$ cat src/rtl/ile_pkg.sv
package ile_pkg;

    // Width of one stored element
    localparam int DATA_W = 32;

    // Operation codes of an input item
    typedef enum logic [2:0] {
        ACT_INSERT = 3'd0,
        ACT_REMOVE = 3'd1,
        ACT_READ   = 3'd2,
        ACT_FRONT  = 3'd3,
        ACT_BACK   = 3'd4
    } t_action;

    // Result status codes
    typedef enum logic [1:0] {
        ST_OK     = 2'd0,
        ST_BADPOS = 2'd1,
        ST_FULL   = 2'd2
    } t_status;

    // Control sequencer states
    typedef enum logic {
        S_IDLE = 1'b0,
        S_WALK = 1'b1
    } t_state;

    // Shift commands broadcast to every cell
    typedef struct packed {
        logic ins;  // open a slot at the position, later entries move back
        logic rem;  // close the slot at the position, later entries move forward
    } t_cell_ctl;

endpackage

$ cat src/rtl/indexed_list_engine_top.sv
// Channel   Direction  Handshake              Payload
// command   in         start high, busy low   i_action, i_position, i_data_value
// result    out        o_valid, one cycle     o_status, o_read_data, o_element_count
//
// Insert, remove, push and failed items: result in the cycle after accept, and the
// next item may be accepted in that same cycle (one item per cycle sustained).
// A read at a valid position walks the cell read chain: busy is high while the
// walk runs, and the result, taken from the last cell, follows the last walk step.
// Synchronous active-low reset empties the list; stored values stay undefined.
// Results cannot be stalled: o_valid is high for exactly one cycle per item.
module indexed_list_engine_top #(
    parameter int DEPTH = 16
) (
    input  logic                                i_clk,
    input  logic                                i_rst_n,
    input  logic                                start,
    output logic                                busy,
    input  logic [2:0]                          i_action,
    input  logic [$clog2(DEPTH+1)-1:0]          i_position,
    input  logic signed [ile_pkg::DATA_W-1:0]   i_data_value,
    output logic                                o_valid,
    output logic [1:0]                          o_status,
    output logic signed [ile_pkg::DATA_W-1:0]   o_read_data,
    output logic [$clog2(DEPTH+1)-1:0]          o_element_count
);
    import ile_pkg::*;

    localparam int             PW        = $clog2(DEPTH + 1);
    localparam int             SW        = $clog2(DEPTH);
    localparam logic [PW-1:0]  LEN_FULL  = PW'(DEPTH);
    localparam logic [SW-1:0]  STEP_LAST = SW'(DEPTH - 1);

    t_state                 r_state, n_state;
    logic [PW-1:0]          r_len;
    logic [PW-1:0]          r_pos;
    logic [SW-1:0]          r_step;
    logic                   r_valid;
    t_status                r_status;
    logic signed [DATA_W-1:0] r_rdata;
    logic                   r_from_chain;

    t_action                act;
    t_status                st_now;
    logic signed [DATA_W-1:0] rd_now;
    logic [PW-1:0]          op_pos;
    logic                   do_ins, do_rem, do_walk;
    logic                   accept, walk_done, len_full;
    t_cell_ctl              c_ctl;
    logic [PW-1:0]          c_pos;

    logic signed [DATA_W-1:0] w_entry [DEPTH];
    logic signed [DATA_W-1:0] w_prev  [DEPTH];
    logic signed [DATA_W-1:0] w_next  [DEPTH];
    logic signed [DATA_W-1:0] w_rdin  [DEPTH];
    logic signed [DATA_W-1:0] w_rd    [DEPTH];

    // Decode the item and check position and fill level
    assign act      = t_action'(i_action);
    assign len_full = (r_len == LEN_FULL);

    always_comb begin
        op_pos  = i_position;
        do_ins  = 1'b0;
        do_rem  = 1'b0;
        do_walk = 1'b0;
        st_now  = ST_OK;
        rd_now  = '0;
        case (act)
            ACT_INSERT: begin
                if (i_position > r_len) begin
                    st_now = ST_BADPOS;
                end else if (len_full) begin
                    st_now = ST_FULL;
                end else begin
                    do_ins = 1'b1;
                end
            end
            ACT_FRONT: begin
                op_pos = '0;
                if (len_full) begin
                    st_now = ST_FULL;
                end else begin
                    do_ins = 1'b1;
                end
            end
            ACT_BACK: begin
                op_pos = r_len;
                if (len_full) begin
                    st_now = ST_FULL;
                end else begin
                    do_ins = 1'b1;
                end
            end
            ACT_REMOVE: begin
                if (i_position >= r_len) begin
                    st_now = ST_BADPOS;
                end else begin
                    do_rem = 1'b1;
                end
            end
            ACT_READ: begin
                if (i_position >= r_len) begin
                    st_now = ST_BADPOS;
                    rd_now = '1;
                end else begin
                    do_walk = 1'b1;
                end
            end
            default: begin
            end
        endcase
    end

    // Sequencer next state
    always_comb begin
        n_state = r_state;
        case (r_state)
            S_IDLE: begin
                if (accept && do_walk) begin
                    n_state = S_WALK;
                end
            end
            S_WALK: begin
                if (r_step == STEP_LAST) begin
                    n_state = S_IDLE;
                end
            end
            default: n_state = S_IDLE;
        endcase
    end

    // Sequencer outputs
    always_comb begin
        busy      = (r_state == S_WALK);
        walk_done = (r_state == S_WALK) && (r_step == STEP_LAST);
    end

    assign accept    = start && !busy;
    assign c_ctl.ins = accept && do_ins;
    assign c_ctl.rem = accept && do_rem;
    assign c_pos     = busy ? r_pos : op_pos;

    // Control registers
    always_ff @(posedge i_clk) begin
        if (!i_rst_n) begin
            r_state <= S_IDLE;
            r_len   <= '0;
            r_step  <= '0;
            r_valid <= 1'b0;
        end else begin
            r_state <= n_state;
            r_valid <= (accept && !do_walk) || walk_done;
            if (c_ctl.ins) begin
                r_len <= r_len + 1'b1;
            end else if (c_ctl.rem) begin
                r_len <= r_len - 1'b1;
            end
            if (accept) begin
                r_step <= '0;
            end else if (busy) begin
                r_step <= r_step + 1'b1;
            end
        end
    end

    // Result payload, captured at accept
    always_ff @(posedge i_clk) begin
        if (accept) begin
            r_pos        <= i_position;
            r_status     <= st_now;
            r_rdata      <= rd_now;
            r_from_chain <= do_walk;
        end
    end

    // Row of cells, neighbors wired left and right
    for (genvar g = 0; g < DEPTH; g++) begin : g_cell
        if (g == 0) begin : g_first
            assign w_prev[g] = '0;
            assign w_rdin[g] = '0;
        end else begin : g_mid
            assign w_prev[g] = w_entry[g-1];
            assign w_rdin[g] = w_rd[g-1];
        end
        if (g == DEPTH - 1) begin : g_last
            assign w_next[g] = '0;
        end else begin : g_inner
            assign w_next[g] = w_entry[g+1];
        end

        ile_cell #(
            .DEPTH (DEPTH),
            .IDX   (g)
        ) u_cell (
            .i_clk   (i_clk),
            .i_ctl   (c_ctl),
            .i_pos   (c_pos),
            .i_data  (i_data_value),
            .i_prev  (w_prev[g]),
            .i_next  (w_next[g]),
            .i_rd    (w_rdin[g]),
            .o_entry (w_entry[g]),
            .o_rd    (w_rd[g])
        );
    end

    assign o_valid         = r_valid;
    assign o_status        = r_status;
    assign o_read_data     = r_from_chain ? w_rd[DEPTH-1] : r_rdata;
    assign o_element_count = r_len;

`ifndef ASSERT_OFF
    // Count never exceeds the number of cells
    a_len_bound: assert property (@(posedge i_clk) disable iff (!i_rst_n)
        r_len <= LEN_FULL)
        else $error("element count above depth");

    // No result is strobed while a read walk is under way
    a_no_valid_busy: assert property (@(posedge i_clk) disable iff (!i_rst_n)
        !(o_valid && busy))
        else $error("result strobe during walk");

    // A good read starts a walk
    a_read_walk: assert property (@(posedge i_clk) disable iff (!i_rst_n)
        accept && do_walk |=> busy && r_step == '0)
        else $error("read did not start walk");

    // The last walk step always yields a strobe from the chain
    a_walk_result: assert property (@(posedge i_clk) disable iff (!i_rst_n)
        walk_done |=> o_valid && r_from_chain && !busy)
        else $error("walk ended without result");

    // List length holds while walking
    a_len_stable: assert property (@(posedge i_clk) disable iff (!i_rst_n)
        busy |=> $stable(r_len))
        else $error("length changed during walk");
`endif

endmodule

$ cat src/rtl/ile_cell.sv
module ile_cell #(
    parameter int DEPTH = 16,
    parameter int IDX   = 0
) (
    input  logic                                i_clk,
    input  ile_pkg::t_cell_ctl                  i_ctl,
    input  logic [$clog2(DEPTH+1)-1:0]          i_pos,
    input  logic signed [ile_pkg::DATA_W-1:0]   i_data,
    input  logic signed [ile_pkg::DATA_W-1:0]   i_prev,
    input  logic signed [ile_pkg::DATA_W-1:0]   i_next,
    input  logic signed [ile_pkg::DATA_W-1:0]   i_rd,
    output logic signed [ile_pkg::DATA_W-1:0]   o_entry,
    output logic signed [ile_pkg::DATA_W-1:0]   o_rd
);
    import ile_pkg::*;

    localparam int             PW = $clog2(DEPTH + 1);
    localparam logic [PW-1:0]  MY_IDX = PW'(IDX);

    logic signed [DATA_W-1:0] r_entry, n_entry;
    logic signed [DATA_W-1:0] r_rd, n_rd;

    // Entry update: keep the entry, or take the new item, the left neighbor or the right neighbor
    always_comb begin
        n_entry = r_entry;
        if (i_ctl.ins) begin
            if (MY_IDX == i_pos) begin
                n_entry = i_data;
            end else if (MY_IDX > i_pos) begin
                n_entry = i_prev;
            end
        end else if (i_ctl.rem) begin
            if (MY_IDX >= i_pos) begin
                n_entry = i_next;
            end
        end
    end

    // Read chain: substitute own entry on a position match, else pass along
    always_comb begin
        n_rd = (MY_IDX == i_pos) ? r_entry : i_rd;
    end

    always_ff @(posedge i_clk) begin
        r_entry <= n_entry;
        r_rd    <= n_rd;
    end

    assign o_entry = r_entry;
    assign o_rd    = r_rd;

endmodule
$ cat config.mk
export PLATFORM = sky130hd
export DESIGN_NAME = indexed_list_engine_top
export DESIGN_NICKNAME = d
export VERILOG_FILES = /design/src/rtl/ile_pkg.sv /design/src/rtl/indexed_list_engine_top.sv /design/src/rtl/ile_cell.sv
export SDC_FILE = /design/constraint.sdc
export NUM_CORES = 2
export LEC_CHECK = 0
export BUFFER_PORTS_ARGS = -buffer_cell sky130_fd_sc_hd__clkbuf_2
export CAP_MARGIN = 20
export CORE_UTILIZATION = 55
export CTS_BUF_LIST = sky130_fd_sc_hd__clkbuf_16
export DETAILED_ROUTE_END_ITERATION = 6
export PLACE_DENSITY = 0.82
export SETUP_SLACK_MARGIN = 0.4
export SYNTH_ARGS = -nofsm -noshare
export SYNTH_HDL_FRONTEND = slang
export SYNTH_SLANG_ARGS = --single-unit
$ cat constraint.sdc
create_clock -name i_clk -period 5.37 [get_ports i_clk]
set_input_delay 0.2685 -clock i_clk [delete_from_list [all_inputs] [get_ports i_clk]]
set_output_delay 0.2685 -clock i_clk [all_outputs]
set_load 0.01 [all_outputs]
## After elaboration in Yosys (flattened, before gate mapping)

Index checks and enable logic that the tools add are counted.

- Register bits: 1075
- Input port bits: 43
- Logic and storage cells: 277
- Output and inout port bits: 41

- Multiplexer cells: 114
- Add/subtract/negate cells: 3
- Bitwise logic cells: 2
- Reduce and logical (&&, ||, !) cells: 47
- Equal/unequal tests: 37
- Order comparisons: 34

Operator list:

| operator | number |
|---|---|
| $mux 32 | 97 |
| $ne 3x1->1 const B | 16 |
| $reduce_and 3->1 | 16 |
| $eq 4x5->1 const A | 8 |
| $ge 4x5->1 const A | 8 |
| $gt 4x5->1 const A | 8 |
| $reduce_bool 2->1 | 17 |
| $eq 3x5->1 const A | 4 |
| $ge 3x5->1 const A | 4 |
| $gt 3x5->1 const A | 4 |
| $mux 5 | 3 |
| $eq 2x5->1 const A | 2 |
| $ge 1x5->1 const A | 2 |
| $ge 2x5->1 const A | 2 |
| $gt 1x5->1 const A | 2 |
| $gt 2x5->1 const A | 2 |
| $pmux 5 s2 | 1 |
| $mux 1 | 8 |
| $eq 3x2->1 const B | 2 |
| $logic_and 1x1->1 | 6 |
| $pmux 2 s3 | 1 |
| $reduce_or 2->1 | 3 |
| $add 5x1->5 const B | 1 |
| $eq 1x5->1 const A | 1 |
| other kinds (15) | 19 |

## Logic depth before layout (Yosys ltp)

- Depth in word-level cells: 7
- Depth in mapped cells: 17
- Mapped depth without buffers: 13

## Modules after synthesis

Synthesis repeated with hierarchy kept, for this count alone.

- Cell total of the unflattened synthesis: 4270
- Area, all modules: 46917.5 µm²

By module, submodules not included:

| module | cells an instance | times used | seq. area each (µm²) | area an instance (µm²) |
|---|---|---|---|---|
| ile_cell at g_cell[12].u_cell | 254 | 1 | 1601.5 | 3042.9 |
| ile_cell at g_cell[6].u_cell | 254 | 1 | 1601.5 | 3039.2 |
| ile_cell at g_cell[14].u_cell | 254 | 1 | 1601.5 | 2930.3 |
| ile_cell at g_cell[0].u_cell | 254 | 1 | 1601.5 | 2916.5 |
| ile_cell at g_cell[9].u_cell | 254 | 1 | 1601.5 | 2887.8 |
| ile_cell at g_cell[15].u_cell | 255 | 1 | 1601.5 | 2884.0 |
| ile_cell at g_cell[7].u_cell | 254 | 1 | 1601.5 | 2880.3 |
| ile_cell at g_cell[2].u_cell | 254 | 1 | 1601.5 | 2777.7 |
| ile_cell at g_cell[3].u_cell | 254 | 1 | 1601.5 | 2766.4 |
| ile_cell at g_cell[10].u_cell | 255 | 1 | 1601.5 | 2758.9 |
| ile_cell at g_cell[11].u_cell | 254 | 1 | 1601.5 | 2756.4 |
| ile_cell at g_cell[4].u_cell | 255 | 1 | 1601.5 | 2756.4 |
| ile_cell at g_cell[8].u_cell | 254 | 1 | 1601.5 | 2755.1 |
| ile_cell at g_cell[13].u_cell | 254 | 1 | 1601.5 | 2750.1 |
| 3 more rows | - | - | - | - |

## Worst setup path before layout

No wires, ideal clock.

- Kind: reg2reg
- Start point: register r_len[1] (netlist: o_element_count[1])
- End point: register g_cell[5].u_cell.r_entry[0] (enable)
- Required time: 4.900 ns
- Arrival: 4.502 ns
- Clock period less this slack: 4.972 ns
- Cell stages (with the launch flop): 12
- Setup slack: 0.398 ns
- Setup time: 0.470 ns
- Buffers on the path: 1
- Cells stage by stage: dfxtp_1 > inv_1 > ha_1 > and3_1 > nor2b_1 > a21oi_1 > a211oi_2 > inv_1 > buf_2 > nand2_1 > nand2_1 > a211oi_1

- Longest elaborated chain between the ends: 7
- Elaborated cells on any way between the ends: 19
- Classes of those cells: 4 x order compare; 3 x eq/ne; 7 x mux; 5 x reduce/logical

Ends and longest elaborated chain:

| what | RTL line | source |
|---|---|---|
| from (decl) | indexed_list_engine_top.sv:34 | `logic [PW-1:0] r_len;` |
| from (signal assigned) | indexed_list_engine_top.sv:154 | `r_len <= r_len + 1'b1;` |
| from (signal assigned) | indexed_list_engine_top.sv:156 | `r_len <= r_len - 1'b1;` |
| branches (longest 6 deep; another with $gt 5x5->1) | - |  |
| $reduce_and 3->1 (no line) (*) | - |  |
| to (signal assigned) | ile_cell.sv:45 | `r_entry <= n_entry;` |
| to (decl) | ile_cell.sv:20 | `logic signed [DATA_W-1:0] r_entry, n_entry;` |

Mark *: on every way between the ends.
A chain may end at the register's enable or synchronous reset.

## Final worst setup path

- Start point: register r_len[2] (netlist: o_element_count[2])
- End point: register g_cell[1].u_cell.r_entry[31] (enable)

- Longest elaborated chain between the ends: 7
- Elaborated cells on any way between the ends: 19
- Classes of those cells: 4 x order compare; 3 x eq/ne; 7 x mux; 5 x reduce/logical

Ends and longest elaborated chain:

| what | RTL line |
|---|---|
| branches (longest 6 deep; another with $gt 5x5->1) | - |
| $reduce_and 3->1 (no line) (*) | - |
| to (signal assigned) | ile_cell.sv:45 |
| to (decl) | ile_cell.sv:20 |

Marked as above.

==> impl_metrics.py <==
metrics = {
    "route": {
        "drtAntennaViolNets": 0,
        "met2_wirelength_mm": 51.39,
        "wl_met3_mm": 9.355,
        "vias": 30000,
        "viasPerCell": 6.007,
        "initialDrtViolationCount": 3094,
        "wl_met1_mm": 43.79,
        "wl_per_cell_um": 21.53,
        "routed_wl_mm": 107.5,
        "top_layer_used": "met5",
        "drt_first_pass_iters": 6,
        "drc_errors": 0,
    },
    "critical_path": {
        "cp_top_family": "simple AND/OR/NAND/NOR gates",
        "cp.required_ps": 5730,
        "path_cells": "inv_1, ha_1, and3_1, nor2b_1, a21oi_1, a211oi_4, inv_8, nand2_1, nand2_1, nor2_4, buf_12",
        "cpMaxStageDelayCell": "nor2_4",
        "crit_type": "reg2reg",
        "crit_top_cell": "nand2_1",
        "cp_max_fo": 80,
        "critical_path_buf_inv_count": 3,
        "worst_ep_arrival_time_ps": 4570,
        "max_stage_delay_ps": 730,
        "start_kind": "flop",
        "worstSetupEndpointType": "flop",
    },
    "floorplan": {
        "std_cell_rows": 102,
        "initial_core_util_pct": 55.87,
        "die_y_um": 283.2,
        "ios": 84,
        "fp.coreArea_um2": 77850,
        "dieArea_um2": 80220,
        "die_w_um": 283.2,
    },
    "placed_design": {
        "port_buffers": 83,
        "dp_hpwl_mm": 62.60,
        "gp_congestion": 0.8561,
        "dpl_worst_slack_ps": 1288,
        "placed_cells": 4784,
    },
    "grt": {
        "antenna_found_initial": 6,
        "grt_use_total_pct": 26.29,
        "overflow": 0,
        "grt_pass1_wl_mm": 167.6,
        "grt_max_degree": 265,
        "grt_pass1_vias": 29760,
    },
    "synth": {
        "ys.flop_type": "dfxtp_1",
        "yosysSeqAreaShare_pct": 60.04,
        "synth_area_per_cell_um2": 11.13,
        "synth_edf_count": 521,
        "synthesis.nets": 3958,
        "synth_fa_ha_area_share_pct": 0.2301,
        "syn_area_um2": 43500,
        "synth_compound_area_share_pct": 8.114,
        "yosysWarnings": 0,
        "yosys.area_share.simple_pct": 12.86,
        "syn_inst": 3907,
        "ys_ff_latch": 1044,
        "synth_top_family_by_area": "multiplexers",
        "synthArstFlopShare_pct": 0,
        "synthMuxAreaShare_pct": 15.05,
        "synth_xor_area_share_pct": 0.1409,
        "synth_cell_types": 68,
    },
    "run": {
        "cap_violations": 0,
    },
    "clocking": {
        "clk_path_buf_depth": 3,
        "clk_latency_ps": 670,
        "cts_tree": "done",
        "cts_setup_buffers": 0,
        "cts_htree_levels": 3,
        "numCtsBuffers": 104,
        "clkTransAtPathRegs_ps": 60,
        "root_buffer": "clkbuf_16",
        "cts_sinks": 1044,
    },
    "cells_and_area": {
        "layout_commonest_cell": "nand2_1",
        "syn2layout_area_growth_pct": 10.56,
        "utilization_pct": 61.77,
        "num-nets-final": 3912,
        "final_cell_mix": "nand2_1 (1041), dfxtp_1 (523), edfxtp_1 (521)",
        "final_layout_size_suffix_gt1_share_pct": 17.00,
        "instances_no_fill": 4994,
    },
    "timing": {
        "finalClockSkew_ps": 15.46,
        "timing.hold.ws_ps": 24.90,
        "slew_violations": 0,
        "fin_ws_ps": 1157,
        "worst_pin_slew_ps": 1331,
        "relSlewSlack_pct": 11.26,
        "fmax_ghz": 0.2374,
        "setup_viol": 0,
        "finalCritPeriodShare_pct": 78.45,
        "tns_ps": 0,
        "finalHoldViolCount": 0,
        "fin_crit_ps": 4213,
        "rsz0062_at_grt": "false",
    },
    "pwr": {
        "vdd_drop_max_v": 0.0002562,
        "p_leak_uw": 0.01965,
        "power_density_nw_per_um2": 382.3,
    },
    "run_status": {
        "status": "finished, final reports clean",
    },
    "worst_hold_path": {
        "holdCritPathClass": "in2reg",
    },
}
[area by class of cell]
type | instances | area (um2)
antenna | 2 | 5.005
timing repair buffer | 145 | 1064
sequential | 1044 | 26120
clock buffer | 111 | 2778
fill | 5872 | 29760
tap | 1040 | 1301
inverter | 13 | 56.30
clock inverter | 86 | 681.9
multi-input combinational | 2553 | 16090
[sequential cells by signal (all words and copies together), names as in the netlist]
signal,cells
r_from_chain,1
o_valid,1
r_pos,5
o_element_count,5
o_status,2
r_rdata,1
g_cell.u_cell.o_entry,512
r_step,4
g_cell.u_cell.o_rd,512
busy,1
[cell usage after synthesis, drive strengths merged, types with 2 or more instances]
master | instances | area (um2)
nor2 | 31 | 118.9
a31o | 2 | 17.52
a31oi | 2 | 12.51
nand2 | 1051 | 3953
inv | 13 | 48.79
o31a | 3 | 26.28
nor3 | 11 | 75.07
xnor2 | 6 | 52.55
a21boi | 3 | 22.52
ha | 8 | 100.1
o32ai | 2 | 17.52
edfxtp | 521 | 15650
a21oi | 47 | 235.2
o21a | 3 | 22.52
dfxtp | 523 | 10470
a32o | 3 | 31.28
nand3 | 197 | 986.0
o211ai | 194 | 1461
a211oi | 3 | 27.52
o21ai | 293 | 1478
o31ai | 2 | 28.78
nand2b | 5 | 33.78
buf | 166 | 1010
nor3b | 3 | 27.52
and3 | 7 | 43.79
or4b | 3 | 30.03
nand4 | 2 | 12.51
nor2b | 7 | 51.30
clkbuf | 131 | 491.7
mux2i | 258 | 2582
mux2 | 352 | 3964
and2 | 39 | 244.0
[layer usage]
layer	vias up	track usage (%)
met3	232	4.710
met2	1408	43.73
li1	13710	-
met1	14650	34.99
met5	-	0
met4	2	8.041
[kinds of logic (layout without fill, tap and decap cells)]
| logic type | count (synthesis) | count (layout) |
|---|---|---|
| muxes | 610 | 610 |
| adders and majority gates | 8 | 8 |
| xor gates and xnor gates | 7 | 7 |
| AOI/OAI and AO/OA | 569 | 569 |
| DFF | 1044 | 1044 |
| buffers and inverters | 310 | 355 |
| other | 0 | 2 |
| and+or+nand+nor | 1359 | 1359 |
[per-stage QoR]
| stage | area, um2 | total power, uW |
|---|---|---|
| 4_1_cts | 48000 | 18420 |
| 2_1_floorplan | 43500 | 10660 |
| 3_5_place_dp | 44470 | 11190 |
| 3_3_place_gp | 44440 | 11100 |
| 6_report | 48090 | 18390 |
| 5_1_grt | 48090 | 19000 |
[power by group]
part	switching, uW	internal [uW]
clock network	3090	4220
registers	265	9130
logic	987	695
[worst register-to-register path, delay by kind of cell, from the launching register on]
family | cells | cell delay, ps
flip-flops | 1 | 510
buffers and inverters | 3 | 720
adder cells (fa/ha/maj) | 1 | 310
AO/OA/AOI/OAI | 2 | 750
AND/OR/NAND/NOR | 5 | 1630
[path summary, 6_finish.rpt]
check | start | to | slack, ps | cells after the start
setup reg to reg | o_element_count[2] | g_cell[1].u_cell.o_entry[31] | 1160 | 11
hold / removal | i_rst_n | o_element_count[4] | 20 | 2
setup / recovery | o_element_count[2] | g_cell[1].u_cell.o_entry[31] | 1160 | 11
hold reg to reg | g_cell[0].u_cell.o_rd[25] | g_cell[1].u_cell.o_rd[25] | 410 | 2
[timing repair]
item,4_1_cts,5_1_grt
hold endpoints to repair,8,0
gates resized for setup,0,0
hold buffers,7,0
(Power assumes the default switching activity.)
